## src/rtl/core/tcl_pkg.sv

```systemverilog
package tcl_pkg;

    localparam int unsigned PKT_BYTES = 3;

    typedef struct packed {
        logic [PKT_BYTES-1:0][7:0] bytes;
        logic [1:0]                cnt;
        logic                      last;
    } t_tcl_pkt;

    typedef struct packed {
        logic full;
        logic avail;
    } t_tcl_qstat;

endpackage

```

## src/rtl/core/tcl_front.sv

```systemverilog
module tcl_front
    import tcl_pkg::*;
(
    input  logic       i_clk,
    input  logic       i_rst_n,
    input  logic       i_valid,
    output logic       o_ready,
    input  logic [7:0] i_char_in,
    input  logic       i_word_end,
    input  t_tcl_qstat i_qstat,
    output logic       o_push,
    output t_tcl_pkt   o_pkt
);

    function automatic logic [7:0] lookup_two(input logic [7:0] letter, input logic [7:0] digit);
        logic [7:0] upper;
        logic       lower;
        logic [7:0] res;
        logic [1:0] col;
        upper = letter;
        lower = 1'b0;
        res   = 8'h00;
        col   = 2'(digit - "1");
        if (letter >= "a" && letter <= "z") begin
            upper = letter - 8'h20;
            lower = 1'b1;
        end
        if (digit >= "1" && digit <= "4") begin
            unique case (upper)
                "A": begin
                    unique case (col)
                        2'd0: res = 8'hC1;
                        2'd1: res = 8'hC0;
                        2'd2: res = 8'hC2;
                        default: res = 8'hC4;
                    endcase
                end
                "E": begin
                    unique case (col)
                        2'd0: res = 8'hC9;
                        2'd1: res = 8'hC8;
                        2'd2: res = 8'hCA;
                        default: res = 8'hCB;
                    endcase
                end
                "I": begin
                    unique case (col)
                        2'd0: res = 8'hCD;
                        2'd1: res = 8'hCC;
                        2'd2: res = 8'hCE;
                        default: res = 8'hCF;
                    endcase
                end
                "O": begin
                    unique case (col)
                        2'd0: res = 8'hD3;
                        2'd1: res = 8'hD2;
                        2'd2: res = 8'hD4;
                        default: res = 8'hD6;
                    endcase
                end
                "U": begin
                    unique case (col)
                        2'd0: res = 8'hDA;
                        2'd1: res = 8'hD9;
                        2'd2: res = 8'hDB;
                        default: res = 8'hDC;
                    endcase
                end
                default: res = 8'h00;
            endcase
        end else if (digit == "5" && upper == "C") begin
            res = 8'hC7;
        end else if (digit == "6" && upper == "N") begin
            res = 8'hD1;
        end
        if (res != 8'h00 && lower) begin
            res = res + 8'h20;
        end
        return res;
    endfunction

    function automatic logic [7:0] lookup_three(input logic [7:0] first,
                                                input logic [7:0] second,
                                                input logic [7:0] digit);
        logic [7:0] res;
        res = 8'h00;
        if (digit == "7") begin
            if (first == "A" && second == "E") begin
                res = 8'hC6;
            end else if (first == "a" && second == "e") begin
                res = 8'hE6;
            end
        end else if (digit == "2" || digit == "4") begin
            if ((first == "s" && second == "s") || (first == "S" && second == "S") ||
                (first == "S" && second == "s")) begin
                res = 8'hDF;
            end
        end
        return res;
    endfunction

    logic [7:0] r_raw0, r_raw1, n_raw0, n_raw1;
    logic [1:0] r_pos, n_pos;
    logic [7:0] r_held0, r_held1, n_held0, n_held1;
    logic [1:0] r_held_cnt, n_held_cnt;

    logic [2:0][7:0] buf_b;
    logic [1:0]      buf_n;
    logic [7:0]      v2, v3;
    logic            is_code_digit;
    logic            done;
    logic            accept;

    assign o_ready = !i_qstat.full;
    assign accept  = i_valid && o_ready;

    always_comb begin
        v2            = lookup_two(r_raw0, i_char_in);
        v3            = lookup_three(r_raw1, r_raw0, i_char_in);
        is_code_digit = (i_char_in >= "0") && (i_char_in <= "9") && (r_pos != 2'd0);
        buf_b         = {8'h00, r_held1, r_held0};
        buf_n         = r_held_cnt;
        done          = 1'b0;

        if (is_code_digit && v2 != 8'h00) begin
            if (buf_n != 2'd0) begin
                buf_b[buf_n - 2'd1] = v2;
            end else begin
                buf_b[0] = v2;
                buf_n    = 2'd1;
            end
            done = 1'b1;
        end else if (is_code_digit && r_pos == 2'd2 && v3 != 8'h00) begin
            // held count never exceeds two, so the ligature always lands in slot zero
            buf_b[0] = v3;
            buf_n    = 2'd1;
            done     = 1'b1;
        end
        if (!done) begin
            buf_b[buf_n] = i_char_in;
            buf_n        = buf_n + 2'd1;
        end

        n_raw0     = r_raw0;
        n_raw1     = r_raw1;
        n_pos      = r_pos;
        n_held0    = r_held0;
        n_held1    = r_held1;
        n_held_cnt = r_held_cnt;
        o_push     = 1'b0;
        o_pkt      = '0;

        if (accept) begin
            if (i_word_end) begin
                n_raw0     = 8'h00;
                n_raw1     = 8'h00;
                n_pos      = 2'd0;
                n_held_cnt = 2'd0;
                o_push     = 1'b1;
                o_pkt.bytes = buf_b;
                o_pkt.cnt   = buf_n;
                o_pkt.last  = 1'b1;
            end else begin
                n_raw0 = i_char_in;
                n_raw1 = r_raw0;
                if (r_pos != 2'd2) begin
                    n_pos = r_pos + 2'd1;
                end
                if (buf_n == 2'd3) begin
                    o_push         = 1'b1;
                    o_pkt.bytes[0] = buf_b[0];
                    o_pkt.cnt      = 2'd1;
                    n_held0        = buf_b[1];
                    n_held1        = buf_b[2];
                    n_held_cnt     = 2'd2;
                end else begin
                    n_held0    = buf_b[0];
                    n_held1    = buf_b[1];
                    n_held_cnt = buf_n;
                end
            end
        end
    end

    always_ff @(posedge i_clk) begin
        if (!i_rst_n) begin
            r_raw0     <= 8'h00;
            r_raw1     <= 8'h00;
            r_pos      <= 2'd0;
            r_held_cnt <= 2'd0;
        end else begin
            r_raw0     <= n_raw0;
            r_raw1     <= n_raw1;
            r_pos      <= n_pos;
            r_held_cnt <= n_held_cnt;
        end
    end

    always_ff @(posedge i_clk) begin
        r_held0 <= n_held0;
        r_held1 <= n_held1;
    end

    a_held_cnt_max: assert property (@(posedge i_clk) disable iff (!i_rst_n)
        r_held_cnt != 2'd3)
        else $error("held count above two");

    a_held_le_pos: assert property (@(posedge i_clk) disable iff (!i_rst_n)
        r_held_cnt <= r_pos)
        else $error("more held bytes than bytes seen");

    a_push_nonempty: assert property (@(posedge i_clk) disable iff (!i_rst_n)
        o_push |-> (o_pkt.cnt != 2'd0 && (o_pkt.last || o_pkt.cnt == 2'd1)))
        else $error("bad request size");

endmodule

```

## src/rtl/core/tcl_queue.sv

```systemverilog
module tcl_queue
    import tcl_pkg::*;
#(
    parameter int unsigned DEPTH = 2
) (
    input  logic       i_clk,
    input  logic       i_rst_n,
    input  logic       i_push,
    input  t_tcl_pkt   i_pkt,
    output t_tcl_qstat o_qstat,
    input  logic       i_pop,
    output t_tcl_pkt   o_pkt
);

    localparam int unsigned PW = (DEPTH > 1) ? $clog2(DEPTH) : 1;
    localparam int unsigned CW = $clog2(DEPTH + 1);

    t_tcl_pkt        r_mem [DEPTH];
    logic [PW-1:0]   r_wr_ptr, r_rd_ptr;
    logic [CW-1:0]   r_count;
    logic            do_push, do_pop;

    assign o_qstat.full  = (r_count == CW'(DEPTH));
    assign o_qstat.avail = (r_count != '0);
    assign do_push       = i_push && !o_qstat.full;
    assign do_pop        = i_pop && o_qstat.avail;
    assign o_pkt         = r_mem[r_rd_ptr];

    always_ff @(posedge i_clk) begin
        if (do_push) begin
            r_mem[r_wr_ptr] <= i_pkt;
        end
    end

    always_ff @(posedge i_clk) begin
        if (!i_rst_n) begin
            r_wr_ptr <= '0;
            r_rd_ptr <= '0;
            r_count  <= '0;
        end else begin
            if (do_push) begin
                r_wr_ptr <= (r_wr_ptr == PW'(DEPTH - 1)) ? '0 : r_wr_ptr + 1'b1;
            end
            if (do_pop) begin
                r_rd_ptr <= (r_rd_ptr == PW'(DEPTH - 1)) ? '0 : r_rd_ptr + 1'b1;
            end
            if (do_push && !do_pop) begin
                r_count <= r_count + 1'b1;
            end else if (do_pop && !do_push) begin
                r_count <= r_count - 1'b1;
            end
        end
    end

    a_no_overflow: assert property (@(posedge i_clk) disable iff (!i_rst_n)
        i_push |-> !o_qstat.full)
        else $error("request pushed into full queue");

    a_no_underflow: assert property (@(posedge i_clk) disable iff (!i_rst_n)
        i_pop |-> o_qstat.avail)
        else $error("pop from empty queue");

    a_count_track: assert property (@(posedge i_clk) disable iff (!i_rst_n)
        (do_push && !do_pop) |=> r_count == $past(r_count) + 1'b1)
        else $error("queue count lost a push");

endmodule

```

## src/rtl/core/tcl_back.sv

```systemverilog
module tcl_back
    import tcl_pkg::*;
(
    input  logic       i_clk,
    input  logic       i_rst_n,
    input  t_tcl_qstat i_qstat,
    input  t_tcl_pkt   i_pkt,
    output logic       o_pop,
    output logic       o_valid,
    input  logic       i_ready,
    output logic [7:0] o_char_out,
    output logic       o_out_last
);

    t_tcl_pkt   r_pkt;
    logic [1:0] r_idx;
    logic       r_busy;
    logic       at_end, adv, fin;

    assign at_end     = (r_idx == r_pkt.cnt - 2'd1);
    assign adv        = r_busy && i_ready;
    assign fin        = adv && at_end;
    assign o_pop      = i_qstat.avail && (!r_busy || fin);
    assign o_valid    = r_busy;
    assign o_char_out = r_pkt.bytes[r_idx];
    assign o_out_last = r_busy && r_pkt.last && at_end;

    always_ff @(posedge i_clk) begin
        if (o_pop) begin
            r_pkt <= i_pkt;
        end
    end

    always_ff @(posedge i_clk) begin
        if (!i_rst_n) begin
            r_busy <= 1'b0;
            r_idx  <= 2'd0;
        end else if (o_pop) begin
            r_busy <= 1'b1;
            r_idx  <= 2'd0;
        end else if (fin) begin
            r_busy <= 1'b0;
            r_idx  <= 2'd0;
        end else if (adv) begin
            r_idx <= r_idx + 2'd1;
        end
    end

    a_idx_range: assert property (@(posedge i_clk) disable iff (!i_rst_n)
        r_busy |-> (r_idx < r_pkt.cnt))
        else $error("byte index past request size");

    a_last_at_end: assert property (@(posedge i_clk) disable iff (!i_rst_n)
        o_out_last |-> (o_valid && at_end))
        else $error("last flag before final byte");

    a_pop_when_free: assert property (@(posedge i_clk) disable iff (!i_rst_n)
        o_pop |-> (!r_busy || (i_ready && at_end)))
        else $error("request loaded over a busy one");

endmodule

```

## src/rtl/core/telecode_to_latin1_decoder.sv

```systemverilog
// channel   direction  handshake          payload
// input     in         i_valid / o_ready  i_char_in[7:0], i_word_end
// output    out        o_valid / i_ready  o_char_out[7:0], o_out_last
//
// one input byte accepted per cycle while the request queue has room
// a word end flushes up to three bytes, one per ready cycle out of the back end
// a request is registered in the queue, then in the back end, before it shows
// synchronous active-low reset clears history, counts, queue and output valid
// input stalls only when the queue is full; output stalls hold the back end alone
module telecode_to_latin1_decoder
    import tcl_pkg::*;
#(
    parameter int unsigned QUEUE_DEPTH = 2
) (
    input  logic       i_clk,
    input  logic       i_rst_n,
    input  logic       i_valid,
    output logic       o_ready,
    input  logic [7:0] i_char_in,
    input  logic       i_word_end,
    output logic       o_valid,
    input  logic       i_ready,
    output logic [7:0] o_char_out,
    output logic       o_out_last
);

    t_tcl_qstat qstat;
    t_tcl_pkt   push_pkt, head_pkt;
    logic       push, pop;

    tcl_front u_front (
        .i_clk      (i_clk),
        .i_rst_n    (i_rst_n),
        .i_valid    (i_valid),
        .o_ready    (o_ready),
        .i_char_in  (i_char_in),
        .i_word_end (i_word_end),
        .i_qstat    (qstat),
        .o_push     (push),
        .o_pkt      (push_pkt)
    );

    tcl_queue #(
        .DEPTH (QUEUE_DEPTH)
    ) u_queue (
        .i_clk   (i_clk),
        .i_rst_n (i_rst_n),
        .i_push  (push),
        .i_pkt   (push_pkt),
        .o_qstat (qstat),
        .i_pop   (pop),
        .o_pkt   (head_pkt)
    );

    tcl_back u_back (
        .i_clk      (i_clk),
        .i_rst_n    (i_rst_n),
        .i_qstat    (qstat),
        .i_pkt      (head_pkt),
        .o_pop      (pop),
        .o_valid    (o_valid),
        .i_ready    (i_ready),
        .o_char_out (o_char_out),
        .o_out_last (o_out_last)
    );

endmodule

```

## config.mk

```make
export PLATFORM = sky130hd
export DESIGN_NAME = telecode_to_latin1_decoder
export DESIGN_NICKNAME = d
export VERILOG_FILES = /design/src/rtl/core/tcl_pkg.sv /design/src/rtl/core/tcl_front.sv /design/src/rtl/core/tcl_queue.sv /design/src/rtl/core/tcl_back.sv /design/src/rtl/core/telecode_to_latin1_decoder.sv
export SDC_FILE = /design/constraint.sdc
export NUM_CORES = 1
export LEC_CHECK = 0
export BUFFER_PORTS_ARGS = -buffer_cell sky130_fd_sc_hd__buf_2
export CAP_MARGIN = 25
export CORE_UTILIZATION = 35
export CTS_CLUSTER_DIAMETER = 40
export DETAILED_ROUTE_END_ITERATION = 12
export HOLD_SLACK_MARGIN = 0.03
export MAX_ROUTING_LAYER = met4
export PLACE_DENSITY_LB_ADDON = 0.15
export SLEW_MARGIN = 0
export SYNTH_ARGS = -nofsm -noshare
export SYNTH_HDL_FRONTEND = slang
export SYNTH_SLANG_ARGS = --single-unit
```

## constraint.sdc

```tcl
create_clock -name i_clk -period 6 [get_ports i_clk]
set_input_delay 0.6 -clock i_clk [delete_from_list [all_inputs] [get_ports i_clk]]
set_output_delay 0.6 -clock i_clk [all_outputs]
set_load 0.1 [all_outputs]
```

==> results by stage <==
Clock network:
- The latest clock arrival within the worst-skew pair is 0.41 ns.
- The deepest clock path buffer count is 2.
- The clock transition at the registers of the reported paths is 0.06 ns.
- The cell sitting at the root of the clock tree is a clkbuf_16.
- The clock tree from TritonCTS is yes.
- The maximum level of the CTS H-tree is 4.
- Clock tree synthesis inserted a total of 17 buffers.
- Buffers inserted to repair hold after CTS numbered 0.
- The clock sink count is 124.
- Once the clock tree was built, the resizer swapped 0 gates to a different size.
- The post-CTS setup-driven buffer insertion count is 0.

Setup path:
- The critical register-to-register path startpoint is u_front.r_raw0[2]$_SDFFE_PN0P_.
- The critical path endpoint category is a flip-flop.
- STA puts the critical path data arrival time at 4.91 ns.
- The worst register-to-register path ends at u_queue.r_count[1]$_SDFFE_PN0P_.
- In this run the worst path has a maximum fanout of 17.
- Counting cells, the worst reg-to-reg path comes to 15.
- The startpoint-to-endpoint class of the critical path is reg2reg.
- The startpoint type of the worst setup path is a flip-flop.
- For the worst setup path, the data required time is 6.34 ns.
- Across all register-to-register paths, the minimum setup slack is 1.43 ns.

Synth:
- The number of enable-type register cells in the synthesized netlist is 97.
- The share of the Yosys chip area taken by registers is 54.2%.
- The mean area per synthesized cell is 11.0 um^2.
- The post-synthesis async set-or-reset flop share is 0%.
- Synthesis produced a netlist whose cell count is 579.
- In the synthesized netlist the dominant register cell turns out to be edfxtp_1.
- The total standard cell area after synthesis is 6370 um^2.
- Yosys printed 0 warnings.
- In this run, distinct cell masters in the synthesized netlist total 56.
- The synthesized net count is 606.
- The number of synthesized register bits is 124.

Power:
- The standby leakage power is 2.50 nW.
- The power per unit of standard cell area is 428 nW/um^2.
- IR analysis of the VDD net gives a maximum drop of 0.000251 V.
- Summing internal, switching and leakage power gives 3.16 mW.

Floorplan:
- The standard cell core area is 17500 um^2.
- During I/O placement, the number of pins put on the boundary was 24.
- From left edge to right edge, the die measures 137 um.
- The initial utilization of the core area, before any placement, comes to 36.3%.
- After floorplanning, the core was divided into 48 placement rows.
- The floorplan step defined a die boundary enclosing 18700 um^2.
- The die is 137 um tall.

Timing:
- Adding up every negative setup slack in the final design gives 0 ns.
- The post-route clock skew is 0.0109 ns.
- For this run, the top clock speed supported by timing is 219 MHz.
- Setup violations remaining at the end of the flow were counted as 0.
- Dividing the final minimum period by the clock period gives 76.1%.
- The worst hold margin is 0.509 ns.
- For the pin with the worst max-slew slack, the measured transition is 0.933 ns.
- Setup repair after global routing left no endpoint under its margin.
- The number of failing hold endpoints at the final stage was 0.
- The worst slew margin relative to its limit is 37.8%.
- The final count of pins violating max slew is 0.
- The minimum clock period after layout is 4.57 ns.

Routing:
- The remaining antenna violation count is 0.
- After the first detailed-routing iteration, the DRC count stood at 362.
- The detailed-route DRC error count is 0.
- In the routed layout, each cell is associated on average with a via count of 5.39.
- The number of vias in the routed layout is 4494.
- For this run, the detailed router's first-pass iteration total came to 6.
- After detailed routing, the total wire length is 15.0 mm.
- In the final routed layout, each cell accounts on average for 18.0 um.

Flow run:
- The tool flagged a number of max-cap violations equal to 0.

Global route:
- Entering global routing, the biggest net connects 37 pins.
- The remaining global-route overflow is 0.
- The initial antenna violation count is 0.
- The first-pass GRT wire length is 24.1 mm.
- The via count of the first global-routing pass came to 4379.
- Global routing used 17.7% of the available tracks.

Hold path:
- The number of stages on the worst hold path is 2.
- The endpoint of the worst hold-timing path is u_front.r_raw1[6]$_SDFFE_PN0P_.
- The startpoint identified for the worst hold timing path is u_front.r_raw1[6]$_SDFFE_PN0P_.
- The worst min-delay path class is reg2reg.

Final layout:
- The fraction of layout instances using a drive strength above 1 is 16.9%.
- In the final layout, the multi-input gates occupy 2690 um^2.
- In the final design database the tool counted 622 nets.
- The sequential cells in the finished layout cover a total of 3450 um^2.
- The antenna cell count is 0.
- The total of fill cells in the finished design is 1714.
- The area growth from synthesis to final layout is 16.0%.

Placed design:
- The detailed placer's ending HPWL is 10.4 mm.
- The count of buffers added on input and output ports is 23.
- The placer congestion estimate is 0.880.

Run status:
- The run finished with clean final reports.
metrics by stage:
stage | instance area (um^2) | util, % | worst slack [ns] | instances
3_5_place_dp | 6670 | 38.0 | 1.15 | 800
6_report | 7390 | 42.1 | 1.43 | 833
4_1_cts | 7360 | 42.0 | 1.43 | 832
2_1_floorplan | 6370 | - | 1.27 | 579
3_3_place_gp | 6670 | 38.0 | 1.26 | 800
5_1_grt | 7390 | 42.1 | 0.937 | 833
routing by layer:
metal	vias up	wire, um	track usage, %
met5	-	0	-
met4	0	196	6.04
met3	19	421	3.48
met2	92	7270	28.3
met1	2211	7070	22.4
li1	2172	-	-
area by class of cell:
cell class / count / area share [%]
multi-input cells: 403 / 36.4
clock inverters: 14 / 3.57
repair buffers: 33 / 2.84
clock buffers: 18 / 5.81
inverters: 16 / 0.813
flip-flops and latches: 124 / 46.7
well taps: 225 / 3.81
worst max path at each step:
| stage | startpoint | end | slack [ns] | depth (start not counted) |
|---|---|---|---|---|
| after floorplan | i_char_in[6] | u_queue.r_mem[0][0]$_DFFE_PP_ | 1.27 | 11 |
| final | u_front.r_raw0[2]$_SDFFE_PN0P_ | u_queue.r_count[1]$_SDFFE_PN0P_ | 1.43 | 15 |
| after detailed placement | i_char_in[1] | u_queue.r_count[1]$_SDFFE_PN0P_ | 1.15 | 17 |
| after global routing | u_front.r_raw0[3]$_SDFFE_PN0P_ | u_queue.r_count[1]$_SDFFE_PN0P_ | 0.94 | 15 |
| after CTS | u_front.r_raw0[2]$_SDFFE_PN0P_ | u_front.r_held1[1]$_DFFE_PP_ | 1.43 | 12 |
| after global placement | i_char_in[1] | u_queue.r_count[1]$_SDFFE_PN0P_ | 1.26 | 17 |
cell usage after synthesis (all sizes together), types with 3 or more instances:
cell / instances / area (um^2)
nand3: 10 / 50.1
buf: 8 / 61.3
or2: 3 / 18.8
edfxtp: 97 / 2910
nor2b: 26 / 163
dfxtp: 27 / 541
a31oi: 4 / 25.0
xnor2: 4 / 35.0
a211oi: 5 / 42.5
nand2b: 9 / 56.3
nor4: 8 / 50.1
inv: 16 / 60.1
a32oi: 4 / 35.0
o21bai: 3 / 22.5
nor3b: 15 / 113
nand4: 4 / 25.0
ha: 14 / 175
o21ai: 37 / 185
mux2: 31 / 349
clkbuf: 28 / 105
nor3: 11 / 55.1
nand3b: 5 / 37.5
mux2i: 28 / 280
nor2: 51 / 191
o22ai: 3 / 18.8
or3: 6 / 37.5
and2: 8 / 50.1
nand4bb: 3 / 33.8
a21oi: 34 / 170
o31ai: 5 / 42.5
nand2: 37 / 139
o211ai: 6 / 45.0
a22oi: 4 / 30.0
and3: 6 / 42.5
layout by cell type, fill, tap and decap left out, types with 7 or more instances in the layout:
cell | Yosys | final
bufinv_16 | 0 | 7
mux2i_1 | 28 | 28
ha_1 | 14 | 14
and2_1 | 8 | 8
buf_4 | 1 | 9
clkbuf_16 | 0 | 17
nor2_1 | 51 | 50
nor3b_1 | 15 | 15
nand2b_1 | 9 | 9
inv_1 | 15 | 15
o21ai_0 | 36 | 36
nand3_1 | 10 | 10
nand2_1 | 37 | 37
edfxtp_1 | 97 | 97
nor3_1 | 11 | 11
nor2b_1 | 26 | 26
buf_2 | 4 | 23
a21oi_1 | 34 | 34
dfxtp_1 | 27 | 27
mux2_2 | 31 | 31
nor4_1 | 8 | 8
worst max-delay path, stage by stage (launching register included):
cell and delay, ns:
dfxtp_1 0.70, mux2_2 0.40, o22ai_1 0.23, a21oi_1 0.22, nor4_1 0.66, nor2_1 0.09
or3_1 0.35, ha_1 0.34, nor2_1 0.06, and3_4 0.16, o31ai_2 0.20, buf_4 0.22
inv_2 0.05, ha_1 0.30, or3_1 0.34, a21boi_0 0.16
power breakdown:
part | internal, mW | total (mW) | switching [mW] | leakage, nW
clock network | 0.823 | 1.20 | 0.378 | 0.329
registers | 1.12 | 1.18 | 0.0631 | 1.13
logic | 0.227 | 0.774 | 0.547 | 1.04
total | 2.17 | 3.16 | 0.988 | 2.50
logic make-up after synthesis:
kind of cell    after synthesis  share of synthesized area (%)
flops                       124                           54.2
fa+ha+maj                    14                           2.75
xor+xnor                      6                          0.825
compound gates              116                           11.2
simple gates                208                           17.5
buf+inv                      52                           3.56
mux                          59                           9.88
registers in the layout, indices dropped and copies added, names as in the netlist:
| signal | cells |
|---|---|
| u_front.r_held1 | 8 |
| u_queue.r_wr_ptr | 1 |
| u_front.r_raw0 | 8 |
| u_queue.r_mem | 54 |
| u_queue.r_rd_ptr | 1 |
| u_front.r_pos | 2 |
| u_queue.r_count | 2 |
| u_back.o_valid | 1 |
| u_front.r_raw1 | 8 |
| u_front.r_held_cnt | 2 |
| u_front.r_held0 | 8 |
| u_back.r_idx | 2 |
| u_back.r_pkt | 27 |
Power figures use the tool's default switching activity.
